### src/rtl/core/clc_pkg.sv
// ----------------------------------------------------------------------------
// C-LOOK scheduler package
// Shared widths, register indexes and beat types of the C-LOOK disk scheduler.
// ----------------------------------------------------------------------------
package clc_pkg;

  localparam int CYL_W             = 16;
  localparam int MOVE_W            = 22;
  localparam int CFG_IDX_W         = 2;
  localparam int CFG_DATA_W        = 16;
  localparam int MAX_REQUESTS_DEF  = 32;
  localparam int CYLINDER_BITS_DEF = 16;
  localparam int QUEUE_DEPTH_DEF   = 4;

  localparam logic [MOVE_W-1:0] MOVE_MAX = {MOVE_W{1'b1}};

  localparam logic [CFG_IDX_W-1:0] CFG_START_POSITION = CFG_IDX_W'(0);
  localparam logic [CFG_IDX_W-1:0] CFG_SWEEP_UP       = CFG_IDX_W'(1);

  typedef struct packed {
    logic [CYL_W-1:0] cylinder;
    logic             last_request;
  } in_item_t;

  typedef struct packed {
    logic [CYL_W-1:0]  served_cylinder;
    logic              last_served;
    logic [MOVE_W-1:0] total_movement;
    logic              requests_dropped;
  } out_item_t;

  typedef struct packed {
    logic [CYL_W-1:0] cylinder;
    logic             has_data;
    logic             last;
    logic             overflow;
  } qentry_t;

  typedef struct packed {
    logic [CYL_W-1:0] start_position;
    logic             sweep_up;
  } cfg_t;

endpackage

### src/rtl/core/clc_queue.sv
// ----------------------------------------------------------------------------
// C-LOOK request queue
// Short register queue that decouples the request front end from the back end.
// ----------------------------------------------------------------------------
module clc_queue import clc_pkg::*; #(
  parameter int DEPTH = QUEUE_DEPTH_DEF
) (
  input  logic    clk,
  input  logic    rst_n,
  input  logic    push,
  input  qentry_t push_data,
  output logic    full,
  input  logic    pop,
  output qentry_t pop_data,
  output logic    empty
);

  localparam int AW = $clog2(DEPTH);
  localparam int CW = $clog2(DEPTH + 1);

  qentry_t         mem_r [DEPTH];
  logic [AW-1:0]   wr_ptr_r;
  logic [AW-1:0]   rd_ptr_r;
  logic [CW-1:0]   count_r;

  assign full     = (count_r == CW'(DEPTH));
  assign empty    = (count_r == '0);
  assign pop_data = mem_r[rd_ptr_r];

  always_ff @(posedge clk) begin
    if (push) begin
      mem_r[wr_ptr_r] <= push_data;
    end
  end

  always_ff @(posedge clk) begin
    if (!rst_n) begin
      wr_ptr_r <= '0;
      rd_ptr_r <= '0;
      count_r  <= '0;
    end else begin
      if (push) begin
        wr_ptr_r <= (wr_ptr_r == AW'(DEPTH - 1)) ? '0 : wr_ptr_r + AW'(1);
      end
      if (pop) begin
        rd_ptr_r <= (rd_ptr_r == AW'(DEPTH - 1)) ? '0 : rd_ptr_r + AW'(1);
      end
      if (push && !pop) begin
        count_r <= count_r + CW'(1);
      end else if (pop && !push) begin
        count_r <= count_r - CW'(1);
      end
    end
  end

endmodule

### src/rtl/core/clc_front.sv
// ----------------------------------------------------------------------------
// C-LOOK front end
// Accepts request beats, keeps the batch fill count and drops requests that
// find the batch full.
// ----------------------------------------------------------------------------
module clc_front import clc_pkg::*; #(
  parameter int MAX_REQUESTS  = MAX_REQUESTS_DEF,
  parameter int CYLINDER_BITS = CYLINDER_BITS_DEF
) (
  input  logic     clk,
  input  logic     rst_n,
  input  logic     in_valid,
  output logic     in_stall,
  input  in_item_t in_data,
  output logic     q_push,
  output qentry_t  q_data,
  input  logic     q_full
);

  localparam int SW = (CYLINDER_BITS < CYL_W) ? CYLINDER_BITS : CYL_W;
  localparam int CW = $clog2(MAX_REQUESTS + 1);

  logic [CW-1:0] count_r;
  logic          ovf_r;
  logic          acc;
  logic          room;

  assign in_stall = q_full;
  assign acc      = in_valid && !q_full;
  assign room     = (count_r != CW'(MAX_REQUESTS));
  assign q_push   = acc && (room || in_data.last_request);

  always_comb begin
    q_data.cylinder = CYL_W'(in_data.cylinder[SW-1:0]);
    q_data.has_data = room;
    q_data.last     = in_data.last_request;
    q_data.overflow = ovf_r || !room;
  end

  always_ff @(posedge clk) begin
    if (!rst_n) begin
      count_r <= '0;
      ovf_r   <= 1'b0;
    end else if (acc) begin
      if (in_data.last_request) begin
        count_r <= '0;
        ovf_r   <= 1'b0;
      end else if (room) begin
        count_r <= count_r + CW'(1);
      end else begin
        ovf_r <= 1'b1;
      end
    end
  end

endmodule

### src/rtl/core/clc_back.sv
// ----------------------------------------------------------------------------
// C-LOOK back end
// Insertion-sorts queued requests into a row of cells, finds the split at the
// head position and emits the batch in C-LOOK order with the head movement.
// ----------------------------------------------------------------------------
module clc_back import clc_pkg::*; #(
  parameter int MAX_REQUESTS  = MAX_REQUESTS_DEF,
  parameter int CYLINDER_BITS = CYLINDER_BITS_DEF
) (
  input  logic      clk,
  input  logic      rst_n,
  input  cfg_t      cfg,
  output logic      q_pop,
  input  qentry_t   q_data,
  input  logic      q_empty,
  output logic      out_valid,
  input  logic      out_stall,
  output out_item_t out_data
);

  localparam int SW = (CYLINDER_BITS < CYL_W) ? CYLINDER_BITS : CYL_W;
  localparam int CW = $clog2(MAX_REQUESTS + 1);
  localparam int IW = $clog2(MAX_REQUESTS);

  typedef enum logic [1:0] {
    ST_LOAD,
    ST_SCAN,
    ST_EMIT
  } state_t;

  state_t            state_r;
  logic [SW-1:0]     row_r [MAX_REQUESTS];
  logic [SW-1:0]     ins_v [MAX_REQUESTS];
  logic              le    [MAX_REQUESTS];
  logic [CW-1:0]     cnt_r;
  logic [CW-1:0]     idx_r;
  logic [CW-1:0]     rem_r;
  logic              first_r;
  logic [SW-1:0]     prev_r;
  logic [MOVE_W-1:0] move_r;
  logic              ovf_r;
  logic              out_valid_r;
  out_item_t         out_data_r;

  logic [SW-1:0]     key;
  logic [SW-1:0]     head;
  logic [SW-1:0]     rd_v;
  logic [SW-1:0]     diff;
  logic [MOVE_W:0]   sum;
  logic [MOVE_W-1:0] move_step;
  logic              scan_hit;
  logic [CW-1:0]     start_idx;
  logic [CW-1:0]     next_idx;
  logic              out_free;
  logic              is_last;

  assign key       = q_data.cylinder[SW-1:0];
  assign head      = cfg.start_position[SW-1:0];
  assign rd_v      = row_r[idx_r[IW-1:0]];
  assign q_pop     = (state_r == ST_LOAD) && !q_empty;
  assign out_free  = !out_valid_r || !out_stall;
  assign out_valid = out_valid_r;
  assign out_data  = out_data_r;
  assign is_last   = (rem_r == CW'(1));

  always_comb begin
    for (int i = 0; i < MAX_REQUESTS; i++) begin
      le[i] = (CW'(i) < cnt_r) && (row_r[i] <= key);
    end
    ins_v[0] = le[0] ? row_r[0] : key;
    for (int i = 1; i < MAX_REQUESTS; i++) begin
      ins_v[i] = le[i] ? row_r[i] : (le[i-1] ? key : row_r[i-1]);
    end
  end

  always_comb begin
    diff      = (rd_v >= prev_r) ? rd_v - prev_r : prev_r - rd_v;
    sum       = {1'b0, move_r} + (MOVE_W + 1)'(diff);
    move_step = first_r ? '0 : (sum[MOVE_W] ? MOVE_MAX : sum[MOVE_W-1:0]);
    scan_hit  = (idx_r == cnt_r) || (rd_v >= head);
    if (cfg.sweep_up) begin
      start_idx = (idx_r == cnt_r) ? '0 : idx_r;
      next_idx  = (idx_r == cnt_r - CW'(1)) ? '0 : idx_r + CW'(1);
    end else begin
      start_idx = (idx_r == '0) ? cnt_r - CW'(1) : idx_r - CW'(1);
      next_idx  = (idx_r == '0) ? cnt_r - CW'(1) : idx_r - CW'(1);
    end
  end

  always_ff @(posedge clk) begin
    if (q_pop && q_data.has_data) begin
      row_r <= ins_v;
    end
  end

  always_ff @(posedge clk) begin
    if (!rst_n) begin
      state_r     <= ST_LOAD;
      cnt_r       <= '0;
      idx_r       <= '0;
      rem_r       <= '0;
      first_r     <= 1'b1;
      prev_r      <= '0;
      move_r      <= '0;
      ovf_r       <= 1'b0;
      out_valid_r <= 1'b0;
      out_data_r  <= '0;
    end else begin
      if (out_valid_r && !out_stall) begin
        out_valid_r <= 1'b0;
      end
      case (state_r)
        ST_LOAD: begin
          if (q_pop) begin
            if (q_data.has_data) begin
              cnt_r <= cnt_r + CW'(1);
            end
            if (q_data.last) begin
              ovf_r   <= q_data.overflow;
              idx_r   <= '0;
              state_r <= ST_SCAN;
            end
          end
        end
        ST_SCAN: begin
          if (scan_hit) begin
            idx_r   <= start_idx;
            rem_r   <= cnt_r;
            first_r <= 1'b1;
            move_r  <= '0;
            state_r <= ST_EMIT;
          end else begin
            idx_r <= idx_r + CW'(1);
          end
        end
        ST_EMIT: begin
          if (out_free) begin
            out_valid_r                 <= 1'b1;
            out_data_r.served_cylinder  <= CYL_W'(rd_v);
            out_data_r.last_served      <= is_last;
            out_data_r.total_movement   <= is_last ? move_step : '0;
            out_data_r.requests_dropped <= ovf_r;
            prev_r  <= rd_v;
            move_r  <= move_step;
            first_r <= 1'b0;
            rem_r   <= rem_r - CW'(1);
            idx_r   <= next_idx;
            if (is_last) begin
              cnt_r   <= '0;
              state_r <= ST_LOAD;
            end
          end
        end
        default: begin
          state_r <= ST_LOAD;
        end
      endcase
    end
  end

endmodule

### src/rtl/core/c_look_disk_scheduler_top.sv
// ----------------------------------------------------------------------------
// C-LOOK disk scheduler
// Collects a batch of cylinder requests and serves them in C-LOOK order.
// ----------------------------------------------------------------------------
// Request beats are taken into a four-entry queue one per cycle while it is
// not full. The back end drains that queue one request per cycle while in
// its load state, insertion-sorting it into a row of cells. After the marked
// request it scans the sorted row for the first request at or above the
// head, and then emits one served cylinder per cycle while the output is
// not stalled. Requests of the next batch are taken during this time until
// the queue is full. The movement total on the final beat counts only the
// moves between served cylinders and saturates at its maximum.
// Configuration is taken at any time, but should only change while idle.
module c_look_disk_scheduler_top import clc_pkg::*; #(
  parameter int MAX_REQUESTS  = MAX_REQUESTS_DEF,
  parameter int CYLINDER_BITS = CYLINDER_BITS_DEF,
  parameter int QUEUE_DEPTH   = QUEUE_DEPTH_DEF
) (
  input  logic                  clk,
  input  logic                  rst_n,
  input  logic                  in_valid,
  output logic                  in_stall,
  input  in_item_t              in_data,
  output logic                  out_valid,
  input  logic                  out_stall,
  output out_item_t             out_data,
  input  logic                  cfg_valid,
  output logic                  cfg_ready,
  input  logic [CFG_IDX_W-1:0]  cfg_index,
  input  logic [CFG_DATA_W-1:0] cfg_data
);

  cfg_t    cfg_r;
  logic    q_push;
  logic    q_full;
  logic    q_pop;
  logic    q_empty;
  qentry_t q_wdata;
  qentry_t q_rdata;

  assign cfg_ready = 1'b1;

  always_ff @(posedge clk) begin
    if (!rst_n) begin
      cfg_r.start_position <= '0;
      cfg_r.sweep_up       <= 1'b1;
    end else if (cfg_valid && cfg_ready) begin
      case (cfg_index)
        CFG_START_POSITION: cfg_r.start_position <= cfg_data[CYL_W-1:0];
        CFG_SWEEP_UP:       cfg_r.sweep_up       <= cfg_data[0];
        default: begin
        end
      endcase
    end
  end

  clc_front #(
    .MAX_REQUESTS  (MAX_REQUESTS),
    .CYLINDER_BITS (CYLINDER_BITS)
  ) u_front (
    .clk      (clk),
    .rst_n    (rst_n),
    .in_valid (in_valid),
    .in_stall (in_stall),
    .in_data  (in_data),
    .q_push   (q_push),
    .q_data   (q_wdata),
    .q_full   (q_full)
  );

  clc_queue #(
    .DEPTH (QUEUE_DEPTH)
  ) u_queue (
    .clk       (clk),
    .rst_n     (rst_n),
    .push      (q_push),
    .push_data (q_wdata),
    .full      (q_full),
    .pop       (q_pop),
    .pop_data  (q_rdata),
    .empty     (q_empty)
  );

  clc_back #(
    .MAX_REQUESTS  (MAX_REQUESTS),
    .CYLINDER_BITS (CYLINDER_BITS)
  ) u_back (
    .clk       (clk),
    .rst_n     (rst_n),
    .cfg       (cfg_r),
    .q_pop     (q_pop),
    .q_data    (q_rdata),
    .q_empty   (q_empty),
    .out_valid (out_valid),
    .out_stall (out_stall),
    .out_data  (out_data)
  );

  // A stalled result beat keeps its payload until it is taken.
  a_stall_holds_beat: assert property (@(posedge clk) disable iff (!rst_n)
    (out_valid && out_stall) |=> (out_valid && $stable(out_data)))
    else $error("stalled result beat changed");

  a_drop_flag_held: assert property (@(posedge clk) disable iff (!rst_n)
    (out_valid && !out_stall && !out_data.last_served) |=>
    (!out_valid || (out_data.requests_dropped == $past(out_data.requests_dropped))))
    else $error("drop flag changed within a batch");

  a_reset_clears_out: assert property (@(posedge clk)
    !rst_n |=> !out_valid)
    else $error("result valid after reset");

endmodule

### config.mk
export PLATFORM = sky130hd
export DESIGN_NAME = c_look_disk_scheduler_top
export DESIGN_NICKNAME = d
export VERILOG_FILES = /design/src/rtl/core/clc_pkg.sv /design/src/rtl/core/clc_queue.sv /design/src/rtl/core/clc_front.sv /design/src/rtl/core/clc_back.sv /design/src/rtl/core/c_look_disk_scheduler_top.sv
export SDC_FILE = /design/constraint.sdc
export NUM_CORES = 2
export LEC_CHECK = 0
export CELL_PAD_IN_SITES_DETAIL_PLACEMENT = 2
export CELL_PAD_IN_SITES_GLOBAL_PLACEMENT = 2
export CORE_UTILIZATION = 38
export CTS_BUF_LIST = sky130_fd_sc_hd__clkbuf_2
export CTS_CLUSTER_DIAMETER = 40
export DETAILED_ROUTE_END_ITERATION = 10
export DONT_BUFFER_PORTS = 1
export HOLD_SLACK_MARGIN = 0.08
export PLACE_DENSITY = 0.75
export SYNTH_ARGS = -nofsm -noshare
export SYNTH_HDL_FRONTEND = slang
export SYNTH_SLANG_ARGS = --single-unit
### constraint.sdc
create_clock -name clk -period 18.8 [get_ports clk]
set_input_delay 0.94 -clock clk [delete_from_list [all_inputs] [get_ports clk]]
set_output_delay 0.94 -clock clk [all_outputs]
set_load 0.02 [all_outputs]
==> tab_implementation.tex <==
\begin{tabular}{lr}
\hline
Metric & Value \\
\hline
\multicolumn{2}{l}{\textbf{Status}} \\
\quad Outcome & finished, final reports clean \\
\multicolumn{2}{l}{\textbf{Synthesis}} \\
\quad Number of register bits inferred by synthesis & 706 \\
\quad Most used DFF post-synth & sky130\_fd\_sc\_hd\_\_edfxtp\_1 \\
\quad Cell area after technology mapping & around 52000 sq um \\
\quad Sequential area share after synthesis & between 30\% and 40\% \\
\quad Cell taking the most area after synthesis & sky130\_fd\_sc\_hd\_\_edfxtp\_1 \\
\quad Number of enable-type register cells in the synthesized netlist & just under 600 \\
\quad Top cell types by occurrence after synthesis & sky130\_fd\_sc\_hd\_\_ha\_1 (595), sky130\_fd\_sc\_hd\_\_edfxtp\_1 (588), sky130\_fd\_sc\_hd\_\_mux2\_2 (363), sky130\_fd\_sc\_hd\_\_nand2\_1 (259), sky130\_fd\_sc\_hd\_\_a21oi\_1 (222) \\
\quad Yosys top cell area share & 34.26\% \\
\quad Syn\_nets & about 5200 \\
\quad Syn. warnings & 0 \\
\quad Post-synthesis area per instance & between 10 and 15 sq um \\
\quad Asr flop ratio synth & 0\% \\
\quad Synth unique cells & 80 \\
\quad Count leader, synth & sky130\_fd\_sc\_hd\_\_ha\_1 \\
\quad Cell types with the largest area share after synthesis & sky130\_fd\_sc\_hd\_\_edfxtp\_1 (34\%), sky130\_fd\_sc\_hd\_\_ha\_1 (14\%), sky130\_fd\_sc\_hd\_\_mux2\_2 (7.9\%) \\
\quad Post-Syn Instances & between 4000 and 5000 \\
\multicolumn{2}{l}{\textbf{Die}} \\
\quad Die area & $\sim$140000 sq um \\
\quad Top-level port count & 83 \\
\quad Number of cell rows & $\sim$130 \\
\quad Chip Height & approximately 370 um \\
\quad Die Wd & approximately 370 um \\
\quad Placeable core region & between 100000 and 150000 sq um \\
\quad Starting utilization of the core area & around 38\% \\
\multicolumn{2}{l}{\textbf{Global routing}} \\
\quad Pin count of the biggest net entering global routing & between 60 and 70 \\
\quad Global routing usage summed across all routing layers & about a third \\
\quad First-pass GRT wire length & about 320000 um \\
\quad Global route overflow & 0 \\
\quad Number of global-route vias before repair & about 47000 \\
\quad Number of antenna violations at the first check in global routing & 17 \\
\multicolumn{2}{l}{\textbf{Layout}} \\
\quad Area of combinational cells with multiple inputs & between 30000 and 40000 sq um \\
\quad Final net count & around 5400 \\
\quad Final core utilization & a little over two fifths \\
\quad Filler cell count & 13706 \\
\quad Sequential cell area & $\sim$20000 sq um \\
\quad Layout cell share with drive strength beyond 1 & 21.89\% \\
\quad Synth-to-Final Area Change & 9.999\% \\
\multicolumn{2}{l}{\textbf{Timing}} \\
\quad Final-report max-slew violation count & 0 \\
\quad Post-Route Skew & between 0.15 and 0.2 ns \\
\quad Slew @ Worst Pin & between 1 and 1.5 ns \\
\quad Portion of the clock cycle consumed by the worst path in the final layout & about half \\
\quad Number of hold-slack violations in the final timing report & 0 \\
\quad Maximum clock rate & around 110 MHz \\
\quad Period minus WS final & $\sim$9.4 ns \\
\quad Total Neg Setup Slack & 0 ns \\
\quad Count of endpoints failing setup in the final report & 0 \\
\quad Tightest slew margin relative to the limit & 17.60\% \\
\quad RSZ-0062 raised after global routing & false \\
\multicolumn{2}{l}{\textbf{Clock tree}} \\
\quad CTS sink count & about 710 \\
\quad Clock insertion delay at the later pin of the skew report & about 1.8 ns \\
\quad Maximum buffer depth of the clock tree & 3 \\
\quad H-tree levels & 4 \\
\quad Clock Tree Root & sky130\_fd\_sc\_hd\_\_clkbuf\_2 \\
\quad Number of buffers created by CTS & between 200 and 250 \\
\quad Clock tree from TritonCTS & built \\
\quad Post-CTS setup buffer count & 0 \\
\quad CTS clock-pin slew for the worst setup and hold paths & approximately 0.090 ns \\
\multicolumn{2}{l}{\textbf{Min path}} \\
\quad Worst min-delay path category & in2reg \\
\multicolumn{2}{l}{\textbf{Critical path}} \\
\quad Worst path cell trace & buf\_4, mux4\_2, mux4\_2, mux2i\_1, ha\_1, inv\_1, fa\_1, a21o\_1, a221o\_1, a311oi\_2, a31oi\_1, o21ai\_1, nand2b\_1, mux2\_2, inv\_1, fa\_1, nor2b\_1, o2111ai\_1, a311oi\_2, o2111ai\_1, a311oi\_4, buf\_4, o21ai\_0, a21oi\_1 \\
\quad Slowest-stage cell, CP & sky130\_fd\_sc\_hd\_\_dfxtp\_4 \\
\quad Setup crit start kind & flip-flop \\
\quad Startpoint-to-endpoint class of the critical path & reg2reg \\
\quad Delay of the slowest cell on the worst path & slightly below 0.9 ns \\
\quad Nature of the critical path endpoint & flip-flop \\
\quad Crit path max fanout & 50 \\
\quad Critical path data required time & $\sim$20 ns \\
\quad Critical Path AT & about 11 ns \\
\multicolumn{2}{l}{\textbf{Detailed routing}} \\
\quad WL per Instance & about 34 um \\
\quad Number of iterations in the first detailed-routing pass & 5 \\
\quad DRC violation count after routing & 0 \\
\quad Residual antenna-violating net count after detailed routing & 0 \\
\quad Via count & $\sim$44000 \\
\quad Vias per cell & 6.670 \\
\quad Starting DRC count in detailed routing & 4551 \\
\quad Post-Route WL & $\sim$220000 um \\
\multicolumn{2}{l}{\textbf{Power and ir drop}} \\
\quad Leak & $\sim$22 nW \\
\quad Worst supply voltage drop on vdd & 0.00007874 V \\
\quad Power density over the cells & about 220 nW/um\^{}2 \\
\quad Total Power & approximately 12 mW \\
\multicolumn{2}{l}{\textbf{Place}} \\
\quad \# port buffers & 0 \\
\quad Final estimated routing congestion in global placement & slightly above 0.9 \\
\quad Detailed-placement wirelength estimate & roughly 150000 um \\
\multicolumn{2}{l}{\textbf{Run}} \\
\quad Number of max-capacitance violations reported & 0 \\
\hline
\end{tabular}
[sequential cells by signal, indices dropped and copies added (netlist names), 2 cells and up, named ones only]
register	cells
u_queue.count_r	3
u_queue.wr_ptr_r	2
u_queue.mem_r	76
u_back.move_r	22
u_back.rem_r	6
u_back.cnt_r	6
u_back.idx_r	6
cfg_r	17
u_back.state_r	2
u_back.row_r	512
u_queue.rd_ptr_r	2
u_back.out_data	24
u_back.prev_r	16
u_front.count_r	6
[per-stage QoR]
| step | instance area (sq um) | instances | setup WS, ns | hold slack (ns) |
|---|---|---|---|---|
| 3_5_place_dp | 53890 | 6193 | 9.430 | 0.4487 |
| 6_report | 56690 | 6652 | 9.436 | 0.2878 |
| 5_1_grt | 56690 | 6651 | 8.823 | 0.2249 |
| 4_1_cts | 56670 | 6642 | 9.384 | 0.1398 |
| 2_1_floorplan | 51540 | 4603 | 12.09 | 0.4262 |
| 3_3_place_gp | 53890 | 6193 | 9.621 | 0.4429 |
[cell type report]
type	count	area share [%]
diodes	10	0.04414
clock buffers	286	2.525
clock inverters	72	0.7790
inverters	143	0.9468
multi-input cells	3452	53.22
flip-flops and latches	706	35.33
well taps	1768	3.902
repair buffers	215	3.249
[where the power goes]
part / total, mW / internal (mW) / leakage [nW] / switching [mW]
registers: 3.98 / 2.77 / 6.47 / 1.22
clock network: 1.30 / 0.485 / 1.40 / 0.811
logic: 6.94 / 2.74 / 13.7 / 4.21
[critical path, delay by kind of cell (launching register included)]
family | cells | cell delay (ns)
AO/OA/AOI/OAI | 11 | 3.03
multiplexers | 4 | 2.13
flip-flops | 1 | 0.87
adder cells (fa/ha/maj) | 3 | 1.14
buffers and inverters | 4 | 1.35
AND/OR/NAND/NOR | 2 | 0.68
[cells in the final DEF (no fill, tap or decap), drive strengths merged, types with 8 or more instances in the layout]
cell type,n
inv,145
a211o,98
clkbuf,286
edfxtp,588
nand2b,29
o22ai,18
a22o,12
nand4,90
o311ai,33
mux2i,74
dfxtp,118
o21a,65
a21o,127
o21ai,198
nand2,259
nor2b,64
and3,13
nand3,113
xnor2,25
and2,107
buf,124
nor3,141
diode,10
or2,15
nor4,147
ha,595
clkinv,63
a221o,98
or3,11
xor2,28
nor2,170
a211oi,30
dlygate4sd3,91
a21oi,222
mux2,363
a31oi,24
a311o,33
o2bb2ai,8
mux4,163
[worst paths after layout]
path / end / depth (start not counted) / slack (ns) / startpoint
worst max-delay path: u_back.out_data[3] / 24 / 9.44 / u_back.idx_r[0]
worst min-delay path: u_front.ovf_r / 4 / 0.29 / in_valid
worst max register to register: u_back.out_data[3] / 24 / 9.44 / u_back.idx_r[0]
worst min register to register: u_back.move_r[10] / 2 / 0.46 / u_back.move_r[10]
[metal layers]
metal	global-route usage (%)	vias to the layer above	share of wire (%)
met5	0	-	0.012
li1	-	18466	-
met1	39.87	22963	39
met2	51.82	2269	46
met4	17.22	4	5.7
met3	7.299	664	9.1
[cells by family after synthesis]
group / after synthesis / synth area share [%]
other cells: 1 / 0.007276
compound gates: 1024 / 14.03
flops: 706 / 38.84
xor+xnor: 54 / 0.9443
buf+inv: 445 / 3.450
mux: 600 / 16.49
simple gates: 1174 / 11.64
fa+ha+maj: 599 / 14.60
[what timing repair did]
item | in CTS | in global routing
gates resized for setup | 0 | 0
hold buffers | 91 | 0
hold endpoints to repair | 179 | 0
Power figures use the tool's default switching activity.
